**src/rtl/sbre_pkg.sv**
```systemverilog
package sbre_pkg;

  // Default request queue depth and fixed parameter byte count
  localparam int unsigned QueueDepthDef = 8;
  localparam int unsigned ParamBytes    = 4;

  // Shortest legal length field
  localparam logic [2:0] MinLen = 3'd3;

  // Number of reply bytes kept
  localparam logic [3:0] ReplyMax = 4'd10;

  // Input item kinds
  typedef enum logic [1:0] {
    KIND_ENQ    = 2'd0,
    KIND_TICK   = 2'd1,
    KIND_RX     = 2'd2,
    KIND_RX_ERR = 2'd3
  } sbre_kind_e;

  // Result item kinds
  typedef enum logic [1:0] {
    OUT_TX    = 2'd0,
    OUT_ENQ   = 2'd1,
    OUT_REPLY = 2'd2
  } sbre_out_kind_e;

  // Reply status codes
  typedef enum logic [2:0] {
    ST_OK       = 3'd0,
    ST_BAD_CMD  = 3'd1,
    ST_BAD_LEN  = 3'd2,
    ST_BAD_CSUM = 3'd3,
    ST_BAD_ID   = 3'd4,
    ST_RX_ERR   = 3'd5
  } sbre_status_e;

  typedef logic [ParamBytes-1:0][7:0] sbre_params_t;

  // Input request payload
  typedef struct packed {
    logic [1:0] kind;
    logic [7:0] servo_id;
    logic [7:0] command;
    logic [2:0] command_len;
    logic [7:0] param_0;
    logic [7:0] param_1;
    logic [7:0] param_2;
    logic [7:0] param_3;
    logic       wants_reply;
    logic [2:0] expected_reply_len;
    logic [7:0] rx_byte;
  } sbre_req_t;

  // Result payload
  typedef struct packed {
    logic [1:0] out_kind;
    logic [7:0] tx_byte;
    logic       last_byte;
    logic       accepted;
    logic [2:0] status;
    logic [7:0] reply_command;
    logic [7:0] reply_len;
    logic [7:0] reply_p0;
    logic [7:0] reply_p1;
    logic [7:0] reply_p2;
    logic [7:0] reply_p3;
  } sbre_res_t;

  // One queued bus request
  typedef struct packed {
    logic [7:0]   id;
    logic [7:0]   cmd;
    logic [2:0]   len;
    sbre_params_t params;
    logic         wants;
    logic [2:0]   exp_len;
  } sbre_entry_t;

  // What was sent, kept for reply checking
  typedef struct packed {
    logic [7:0] id;
    logic [7:0] cmd;
    logic [2:0] exp_len;
  } sbre_summary_t;

  // Reply checker verdict
  typedef struct packed {
    logic [2:0]   status;
    logic [7:0]   cmd;
    logic [7:0]   len;
    sbre_params_t params;
  } sbre_reply_t;

  // Raise short length fields to the minimum
  function automatic logic [2:0] clamp_len(input logic [2:0] len);
    return (len < MinLen) ? MinLen : len;
  endfunction

  // Frame checksum: low byte of the inverted sum over id, length, command and the params that the length covers
  function automatic logic [7:0] frame_csum(input logic [7:0] id, input logic [7:0] len,
                                            input logic [7:0] cmd, input sbre_params_t p);
    logic [7:0] sum;
    sum = id + len + cmd;
    for (int i = 0; i < ParamBytes; i++) begin
      if (9'(i + 3) < {1'b0, len}) begin
        sum = sum + p[i];
      end
    end
    return ~sum;
  endfunction

endpackage

```
**src/rtl/sbre_req_if.sv**
```systemverilog
interface sbre_req_if import sbre_pkg::*; ();
  logic      valid;
  logic      ready;
  sbre_req_t payload;

  modport source (output valid, output payload, input ready);
  modport sink (input valid, input payload, output ready);
endinterface

```
**src/rtl/sbre_res_if.sv**
```systemverilog
interface sbre_res_if import sbre_pkg::*; ();
  logic      valid;
  logic      ready;
  sbre_res_t payload;

  modport source (output valid, output payload, input ready);
  modport sink (input valid, input payload, output ready);
endinterface

```
**src/rtl/sbre_queue.sv**
```systemverilog
module sbre_queue import sbre_pkg::*; #(
  parameter int unsigned DEPTH = QueueDepthDef
) (
  input  logic        clk_i,
  input  logic        rst_ni,
  input  logic        wr_en_i,
  input  sbre_entry_t wr_data_i,
  input  logic        rd_en_i,
  output sbre_entry_t rd_data_o,
  output logic        full_o,
  output logic        empty_o
);

  localparam int unsigned PtrW = $clog2(DEPTH);
  localparam int unsigned CntW = $clog2(DEPTH + 1);
  localparam logic [PtrW-1:0] LastPtr = PtrW'(DEPTH - 1);
  localparam logic [CntW-1:0] FullCnt = CntW'(DEPTH);

  sbre_entry_t     mem [DEPTH];
  sbre_entry_t     rd_data_q;
  logic [PtrW-1:0] wptr_q, wptr_d;
  logic [PtrW-1:0] rptr_q, rptr_d;
  logic [CntW-1:0] cnt_q, cnt_d;

  // Advance pointers and fill count
  always_comb begin
    wptr_d = wptr_q;
    rptr_d = rptr_q;
    cnt_d  = cnt_q;
    if (wr_en_i) begin
      wptr_d = (wptr_q == LastPtr) ? '0 : wptr_q + 1'b1;
      cnt_d  = cnt_q + 1'b1;
    end else if (rd_en_i) begin
      rptr_d = (rptr_q == LastPtr) ? '0 : rptr_q + 1'b1;
      cnt_d  = cnt_q - 1'b1;
    end
  end

  always_ff @(posedge clk_i or negedge rst_ni) begin
    if (!rst_ni) begin
      wptr_q <= '0;
      rptr_q <= '0;
      cnt_q  <= '0;
    end else begin
      wptr_q <= wptr_d;
      rptr_q <= rptr_d;
      cnt_q  <= cnt_d;
    end
  end

  // Write the request store
  always_ff @(posedge clk_i) begin
    if (wr_en_i) begin
      mem[wptr_q] <= wr_data_i;
    end
  end

  // Registered read; hold the data until the next read
  always_ff @(posedge clk_i) begin
    if (rd_en_i) begin
      rd_data_q <= mem[rptr_q];
    end
  end

  assign rd_data_o = rd_data_q;
  assign full_o    = (cnt_q == FullCnt);
  assign empty_o   = (cnt_q == '0);

endmodule

```
**src/rtl/sbre_reply.sv**
```systemverilog
module sbre_reply import sbre_pkg::*; (
  input  logic          clk_i,
  input  logic          rst_ni,
  input  logic          clr_i,
  input  logic          wr_i,
  input  logic [7:0]    byte_i,
  input  sbre_summary_t summary_i,
  output logic          last_o,
  output sbre_reply_t   reply_o
);

  logic [7:0] rb_q [10];
  logic [3:0] cnt_q;
  logic [3:0] exp_total;
  logic [7:0] rlen;
  logic [7:0] rcmd;
  logic [7:0] csum;
  logic [3:0] csum_idx;
  sbre_params_t rparams;

  // Collect reply bytes in arrival order
  always_ff @(posedge clk_i or negedge rst_ni) begin
    if (!rst_ni) begin
      cnt_q <= '0;
      for (int i = 0; i < 10; i++) begin
        rb_q[i] <= '0;
      end
    end else if (clr_i) begin
      cnt_q <= '0;
      for (int i = 0; i < 10; i++) begin
        rb_q[i] <= '0;
      end
    end else if (wr_i) begin
      if (cnt_q < ReplyMax) begin
        rb_q[cnt_q] <= byte_i;
      end
      cnt_q <= cnt_q + 1'b1;
    end
  end

  // Flag the byte that completes the expected reply
  assign exp_total = {1'b0, summary_i.exp_len} + 4'd3;
  assign last_o    = ((cnt_q + 4'd1) >= exp_total);

  assign rlen     = rb_q[3];
  assign rcmd     = rb_q[4];
  assign rparams  = {rb_q[8], rb_q[7], rb_q[6], rb_q[5]};
  assign csum     = frame_csum(summary_i.id, rlen, rcmd, rparams);
  assign csum_idx = rlen[3:0] + 4'd2;

  // Check command, length, checksum and responder in that order
  always_comb begin
    reply_o     = '0;
    reply_o.cmd = rcmd;
    reply_o.len = rlen;
    for (int i = 0; i < ParamBytes; i++) begin
      reply_o.params[i] = (9'(i + 3) < {1'b0, rlen}) ? rparams[i] : 8'd0;
    end
    if (rcmd != summary_i.cmd) begin
      reply_o.status = ST_BAD_CMD;
    end else if (rlen != {5'd0, summary_i.exp_len}) begin
      reply_o.status = ST_BAD_LEN;
    end else if (csum_idx > 4'd9 || csum != rb_q[csum_idx]) begin
      reply_o.status = ST_BAD_CSUM;
    end else if (rb_q[2] != summary_i.id) begin
      reply_o.status = ST_BAD_ID;
    end else begin
      reply_o.status = ST_OK;
    end
  end

endmodule

```
**src/rtl/servo_bus_request_reply_engine_unit.sv**
```systemverilog
// Servo bus request/reply engine. Enqueue requests (id, command, length,
// four parameter bytes, reply wanted, expected reply length) into a queue of
// QUEUE_DEPTH entries held in a synchronous memory; a full queue refuses the
// request. A tick with the bus idle and the queue not empty sends the oldest
// request as header, header, id, length, command, parameters, checksum, one
// frame byte per result. When a reply is wanted, received bytes are collected
// until the expected length is reached, then one reply-finished result reports
// the status and up to four reply parameters; a receive error ends the wait.
// An enqueue answers from a separate state, and a byte that completes the reply
// passes through a finish state. The frame sequencer moves one byte per cycle
// into a single output register, so every result cycle also waits on
// res_o.ready. No clearing pass after reset.
module servo_bus_request_reply_engine_unit import sbre_pkg::*; #(
  parameter int unsigned QUEUE_DEPTH = QueueDepthDef
) (
  input logic        clk_i,
  input logic        rst_ni,
  sbre_req_if.sink   req_i,
  sbre_res_if.source res_o,
  input logic        cfg_we_i,
  input logic [7:0]  cfg_wdata_i
);

  typedef enum logic [2:0] {
    S_IDLE,
    S_ENQ_ANS,
    S_TX,
    S_FIN,
    S_ERR
  } state_e;

  state_e        state_q, state_d;
  logic [7:0]    header_q, header_d;
  logic          acc_q, acc_d;
  logic [3:0]    idx_q, idx_d;
  logic          awaiting_q, awaiting_d;
  sbre_summary_t summary_q, summary_d;
  sbre_res_t     res_q, res_d;
  logic          res_valid_q, res_valid_d;

  logic          accept;
  logic          out_free;
  logic          q_wr, q_rd, q_full, q_empty;
  sbre_entry_t   q_wdata, entry;
  logic          rp_clr, rp_wr, rp_last;
  sbre_reply_t   reply;
  logic [3:0]    last_idx;
  logic [1:0]    pidx;
  logic [7:0]    tx_csum;
  logic [7:0]    tx_byte;

  assign req_i.ready = (state_q == S_IDLE);
  assign accept      = req_i.valid && req_i.ready;
  assign out_free    = !res_valid_q || res_o.ready;

  // Pack the incoming request for the store
  always_comb begin
    q_wdata.id        = req_i.payload.servo_id;
    q_wdata.cmd       = req_i.payload.command;
    q_wdata.len       = clamp_len(req_i.payload.command_len);
    q_wdata.params    = {req_i.payload.param_3, req_i.payload.param_2,
                         req_i.payload.param_1, req_i.payload.param_0};
    q_wdata.wants     = req_i.payload.wants_reply;
    q_wdata.exp_len   = clamp_len(req_i.payload.expected_reply_len);
  end

  sbre_queue #(
    .DEPTH(QUEUE_DEPTH)
  ) u_queue (
    .clk_i     (clk_i),
    .rst_ni    (rst_ni),
    .wr_en_i   (q_wr),
    .wr_data_i (q_wdata),
    .rd_en_i   (q_rd),
    .rd_data_o (entry),
    .full_o    (q_full),
    .empty_o   (q_empty)
  );

  sbre_reply u_reply (
    .clk_i     (clk_i),
    .rst_ni    (rst_ni),
    .clr_i     (rp_clr),
    .wr_i      (rp_wr),
    .byte_i    (req_i.payload.rx_byte),
    .summary_i (summary_q),
    .last_o    (rp_last),
    .reply_o   (reply)
  );

  // Select the frame byte at the current position
  assign last_idx = {1'b0, entry.len} + 4'd2;
  assign pidx     = 2'(idx_q - 4'd5);
  assign tx_csum  = frame_csum(entry.id, {5'd0, entry.len}, entry.cmd, entry.params);

  always_comb begin
    case (idx_q)
      4'd0, 4'd1: tx_byte = header_q;
      4'd2:       tx_byte = entry.id;
      4'd3:       tx_byte = {5'd0, entry.len};
      4'd4:       tx_byte = entry.cmd;
      default:    tx_byte = (idx_q == last_idx) ? tx_csum : entry.params[pidx];
    endcase
  end

  // Sequence requests and load results into the output register
  always_comb begin
    state_d     = state_q;
    header_d    = cfg_we_i ? cfg_wdata_i : header_q;
    acc_d       = acc_q;
    idx_d       = idx_q;
    awaiting_d  = awaiting_q;
    summary_d   = summary_q;
    res_d       = res_q;
    res_valid_d = res_valid_q && !res_o.ready;
    q_wr        = 1'b0;
    q_rd        = 1'b0;
    rp_clr      = 1'b0;
    rp_wr       = 1'b0;

    case (state_q)
      S_IDLE: begin
        if (accept) begin
          case (req_i.payload.kind)
            KIND_ENQ: begin
              q_wr    = !q_full;
              acc_d   = !q_full;
              state_d = S_ENQ_ANS;
            end
            KIND_TICK: begin
              if (!awaiting_q && !q_empty) begin
                q_rd    = 1'b1;
                idx_d   = '0;
                state_d = S_TX;
              end
            end
            KIND_RX: begin
              if (awaiting_q) begin
                rp_wr = 1'b1;
                if (rp_last) begin
                  state_d = S_FIN;
                end
              end
            end
            KIND_RX_ERR: begin
              if (awaiting_q) begin
                awaiting_d = 1'b0;
                state_d    = S_ERR;
              end
            end
            default: state_d = S_IDLE;
          endcase
        end
      end
      S_ENQ_ANS: begin
        if (out_free) begin
          res_d          = '0;
          res_d.out_kind = OUT_ENQ;
          res_d.accepted = acc_q;
          res_valid_d    = 1'b1;
          state_d        = S_IDLE;
        end
      end
      S_TX: begin
        if (out_free) begin
          res_d           = '0;
          res_d.out_kind  = OUT_TX;
          res_d.tx_byte   = tx_byte;
          res_d.last_byte = (idx_q == last_idx);
          res_valid_d     = 1'b1;
          idx_d           = idx_q + 4'd1;
          if (idx_q == last_idx) begin
            awaiting_d        = entry.wants;
            summary_d.id      = entry.id;
            summary_d.cmd     = entry.cmd;
            summary_d.exp_len = entry.exp_len;
            rp_clr            = entry.wants;
            state_d           = S_IDLE;
          end
        end
      end
      S_FIN: begin
        if (out_free) begin
          res_d               = '0;
          res_d.out_kind      = OUT_REPLY;
          res_d.status        = reply.status;
          res_d.reply_command = reply.cmd;
          res_d.reply_len     = reply.len;
          res_d.reply_p0      = reply.params[0];
          res_d.reply_p1      = reply.params[1];
          res_d.reply_p2      = reply.params[2];
          res_d.reply_p3      = reply.params[3];
          res_valid_d         = 1'b1;
          awaiting_d          = 1'b0;
          state_d             = S_IDLE;
        end
      end
      S_ERR: begin
        if (out_free) begin
          res_d          = '0;
          res_d.out_kind = OUT_REPLY;
          res_d.status   = ST_RX_ERR;
          res_valid_d    = 1'b1;
          state_d        = S_IDLE;
        end
      end
      default: state_d = S_IDLE;
    endcase
  end

  always_ff @(posedge clk_i or negedge rst_ni) begin
    if (!rst_ni) begin
      state_q     <= S_IDLE;
      header_q    <= 8'd85;
      acc_q       <= 1'b0;
      idx_q       <= '0;
      awaiting_q  <= 1'b0;
      summary_q   <= '0;
      res_q       <= '0;
      res_valid_q <= 1'b0;
    end else begin
      state_q     <= state_d;
      header_q    <= header_d;
      acc_q       <= acc_d;
      idx_q       <= idx_d;
      awaiting_q  <= awaiting_d;
      summary_q   <= summary_d;
      res_q       <= res_d;
      res_valid_q <= res_valid_d;
    end
  end

  assign res_o.valid   = res_valid_q;
  assign res_o.payload = res_q;

endmodule

```
**src/flat_wrapper.sv**
```systemverilog
// flat-port wrapper written by rule: the top's interface ports become plain ports
module servo_bus_request_reply_engine_unit_flat import sbre_pkg::*;
#(
  parameter int unsigned QUEUE_DEPTH = QueueDepthDef
)
  (clk_i, rst_ni, cfg_we_i, cfg_wdata_i, req_i_valid, req_i_payload, req_i_ready, res_o_valid, res_o_payload, res_o_ready);
  sbre_req_if req_i_i ();
  sbre_res_if res_o_i ();
  input logic clk_i;
  input logic rst_ni;
  input logic cfg_we_i;
  input logic [7:0] cfg_wdata_i;
  input wire logic [$bits(req_i_i.valid)-1:0] req_i_valid;
  input wire logic [$bits(req_i_i.payload)-1:0] req_i_payload;
  output wire logic [$bits(req_i_i.ready)-1:0] req_i_ready;
  output wire logic [$bits(res_o_i.valid)-1:0] res_o_valid;
  output wire logic [$bits(res_o_i.payload)-1:0] res_o_payload;
  input wire logic [$bits(res_o_i.ready)-1:0] res_o_ready;
  assign req_i_i.valid = req_i_valid;
  assign req_i_i.payload = req_i_payload;
  assign req_i_ready = req_i_i.ready;
  assign res_o_valid = res_o_i.valid;
  assign res_o_payload = res_o_i.payload;
  assign res_o_i.ready = res_o_ready;
  servo_bus_request_reply_engine_unit #(.QUEUE_DEPTH(QUEUE_DEPTH)) u_core (.clk_i(clk_i), .rst_ni(rst_ni), .req_i(req_i_i), .res_o(res_o_i), .cfg_we_i(cfg_we_i), .cfg_wdata_i(cfg_wdata_i));
endmodule
```
**config.mk**
```make
export PLATFORM = sky130hd
export DESIGN_NAME = servo_bus_request_reply_engine_unit_flat
export DESIGN_NICKNAME = d
export VERILOG_FILES = /design/src/rtl/sbre_pkg.sv /design/src/rtl/sbre_req_if.sv /design/src/rtl/sbre_res_if.sv /design/src/rtl/sbre_queue.sv /design/src/rtl/sbre_reply.sv /design/src/rtl/servo_bus_request_reply_engine_unit.sv /design/src/flat_wrapper.sv
export SDC_FILE = /design/constraint.sdc
export NUM_CORES = 1
export LEC_CHECK = 0
export BUFFER_PORTS_ARGS = -buffer_cell sky130_fd_sc_hd__buf_2
export CORE_ASPECT_RATIO = 1.75
export CORE_MARGIN = 2
export CORE_UTILIZATION = 56
export DETAILED_ROUTE_END_ITERATION = 12
export MAX_ROUTING_LAYER = met4
export PLACE_DENSITY = 0.85
export SLEW_MARGIN = 20
export SYNTH_ARGS = -nofsm -noshare
export SYNTH_HDL_FRONTEND = slang
export SYNTH_SLANG_ARGS = --single-unit
```
**constraint.sdc**
```tcl
create_clock -name clk_i -period 8.1 [get_ports clk_i]
set_input_delay 0.81 -clock clk_i [delete_from_list [all_inputs] [get_ports clk_i]]
set_output_delay 0.81 -clock clk_i [all_outputs]
set_load 0.01 [all_outputs]
```
==> metrics.md <==
| Metric | Value |
|---|---|
| Placed Cells | 2825 |
| Count of cells resized by post-cts repair | 0 |
| Area growth syn-to-layout | 10.7% |
| Final Skew | 21.0 ps |
| Pins Over Slew Limit | 0 |
| Total routed wirelength | 83300 µm |
| Req. time, crit path | 8620 ps |
| Hold WS | 174 ps |
| MaxCap Viol Count | 0 |
| Total grt overflow | 0 |
| Die area | 58500 µm² |
| Core area | 56000 µm² |
| Die height | 318 µm |
| Hold buffer count at CTS | 0 |
| Synth top area share | 47.0% |
| Initial antenna violation count | 9 |
| Detail Placement HPWL | 56600 µm |
| Type of the worst setup path | reg -> reg |
| Placer Congestion | 1.00 |
| CTS Buffer Depth | 3 |
| Postcts setup bufs | 0 |
| Layout cells sized above 1 | 24.5% |
| # port buffers | 142 |
| Clk network pwr share | 25.7% |
| Ys Warns | 0 |
| GRT Total Usage | 30.0% |
| CTS Root Cell | clkbuf_16 |
| Crit-path leading delay family | adder cells |
| Finished Core Util | 62.6% |
| Pwr Density | 305 nW/µm² |
| CTS Buf Count | 58 |
| Internal | 7.17 mW |
| CTS tree | yes |
| EDFF count, synth | 495 |
| Buffers and inverters on the worst path | 3 |
| Rows | 115 |
| Yosys cell types | 81 |
| Setup TNS | 0 ps |
| Synthesized area | 31600 µm² |
| # IOs | 143 |
| Syn avg cell area | 15.5 µm² |
| Syn Inst Count | 2044 |
| DRT iter0 DRCs | 1572 |
| Critical Path Max Stage Delay | 540 ps |
| Initial Util | 56.5% |
| CTS Sinks | 689 |
| Worst-margin pin slew | 1030 ps |
| H-tree depth | 2 |
| WL per Instance | 28.3 µm |
| Synth area leader | edfxtp_1 |
| Fin crit period | 7050 ps |
| Unrepaired setup endpoints after global routing | false |
| Sw Share | 32.9% |
| Global-route wire length before repair | 125000 µm |
| Net Sw Power | 3.51 mW |
| Final Hold Viols | 0 |
| Status | completed |
| Post-synth top flop | edfxtp_1 |
| Slew margin rel. | 30.6% |
| Via Count | 18.9k |
| Critical Path Most Common Cell | ha_1 |
| Via-to-Cell Ratio | 6.41 |
| Largest cells by area after synthesis | edfxtp_1 47%, dfrtp_1 15%, mux4_2 9.4% |
| Worst-path clk slew | 70 ps |
| Async SR Flop Fraction | 28.2% |
| Crit path capture type | flip-flop |
| Gate power share | 33.0% |
| Worst path slowest cell | fa_1 |
| Skew-Pair Late Insertion Delay | 630 ps |
| Die Wd | 184 µm |
| Final setup fails | 0 |
| Crit start category | flip-flop |
| Finished Layout Cells | 2940 |
| Reg power frac | 41.2% |
| Drc violations | 0 |
| Total iterations of the first detailed-routing run | 7 |
| DRT antenna net count | 0 |
| Fin nets | 2382 |
| Post-Syn Nets | 2243 |
| Total power | 10.7 mW |
| Seq cells post-synth | 689 |
| FMAX | 142 MHz |
| Final period utilization | 87.0% |
| Largest net degree at the start of global routing | 72 |
| Seq/Total Area, Yosys | 62.3% |
| Leak | 13.3 nW |
| Peak supply drop | 243 µV |
| Vias in the first global route | 19.4k |
| Class of the tightest hold or removal check | in -> async |
| Max FO, Critical Path | 7 |
| Critical Path AT | 7570 ps |
[synth_stat cells (all sizes together) (26+ instances only)]
cell type  instances
mux2             100
mux4             132
a22o             118
nand3             37
inv               61
nand2            116
a21oi             56
ha               100
dfrtp            190
a21o              26
xnor2             66
xor2              30
nor3              35
edfxtp           495
buf               39
o21ai             65
nor2              99
clkbuf            53
[cells by family after synthesis]
logic type | after synthesis | synth area share (%)
compound gates | 369 | 8.62
xor+xnor | 97 | 2.73
fa+ha+maj | 121 | 5.28
buf+inv | 153 | 2.03
flops | 689 | 62.3
mux | 248 | 13.5
simple gates | 367 | 5.55
[registers in the layout (all words and copies together) (netlist names), 4 cells and up]
signal,count
u_core.header_q,8
u_core.idx_q,4
u_core.res_o.payload,63
u_core.summary_q,19
u_core.u_queue.cnt_q,4
u_core.u_queue.mem,440
u_core.u_queue.rd_data_o,55
u_core.u_reply.cnt_q,4
u_core.u_reply.rb_q,64
u_core.u_reply.rcmd,8
u_core.u_reply.rlen,8
[metal layers]
| layer | vias to the layer above | global-route usage (%) | wire, µm | share of wire (%) |
|---|---|---|---|---|
| met5 | - | - | 0 | 0 |
| li1 | 8218 | - | - | - |
| met1 | 9644 | 33.3 | 29100 | 35 |
| met3 | 237 | 4.45 | 4510 | 5.4 |
| met4 | 0 | 16.9 | 5400 | 6.5 |
| met2 | 756 | 51.6 | 44300 | 53 |
[layout make-up]
cell class | instances | area [µm²]
Inverter | 61 | 229
Multi-Input combinational cell | 1202 | 11400
Tap cell | 702 | 878
Sequential cell | 689 | 19700
Antenna cell | 6 | 15.0
Fill cell | 3911 | 21000
Timing Repair Buffer | 171 | 937
Clock buffer | 66 | 1480
Clock inverter | 43 | 385
[power by group through the flow]
stage	clock [mW]	sequential, mW	combinational (mW)
finish	2.75	4.40	3.53
global route	2.91	4.43	3.83
CTS	2.79	4.40	3.54
detailed placement	0	4.47	3.49
global placement	0	4.45	3.41
floorplan	0	4.29	2.66
[path summary, 6_finish.rpt]
check                      slack [ps]                startpoint  cells after the start                        to
max                              1050    u_core.u_reply.rlen[1]                     32  u_core.res_o.payload[49]
min                               170                    rst_ni                      1  u_core.res_o.payload[21]
max reg2reg                      1050    u_core.u_reply.rlen[1]                     32  u_core.res_o.payload[49]
min reg2reg                       460  u_core.res_o.payload[47]                      2  u_core.res_o.payload[47]
max in group asynchronous        6530                    rst_ni                      2  u_core.u_queue.wptr_q[0]
min in group clk_i                420            cfg_wdata_i[5]                      2        u_core.header_q[5]
[per-stage QoR]
stage | cell area (µm²) | setup WS (ps)
2_1_floorplan | 31600 | 190
3_3_place_gp | 33100 | 1210
3_5_place_dp | 33100 | 1130
4_1_cts | 35000 | 1080
5_1_grt | 35000 | 510
6_report | 35000 | 1050
[cell usage in the layout, fill, tap and decap left out, types with 9 or more instances in the layout]
cell type    n
mux2i_1     16
a211oi_1    11
nand2b_1    16
a22oi_1     14
xnor2_1     66
mux2_2     100
clkinv_1    11
xor2_1      30
dfrtp_1    187
inv_1       58
mux4_2     132
edfxtp_1   495
nor2b_1     12
a22o_1     118
clkinv_2    10
o21ai_0     49
nor3_2       9
nand3_1     37
clkbuf_16   58
a21o_1      26
o21ai_1     15
o211ai_1    10
nor2_1      93
a21oi_1     55
buf_4       29
fa_1        21
nand4_1     11
o21a_1       9
nand2_1    114
nor3_1      25
ha_1       100
buf_2      141
Note: power is estimated with default switching activity, not from simulation.
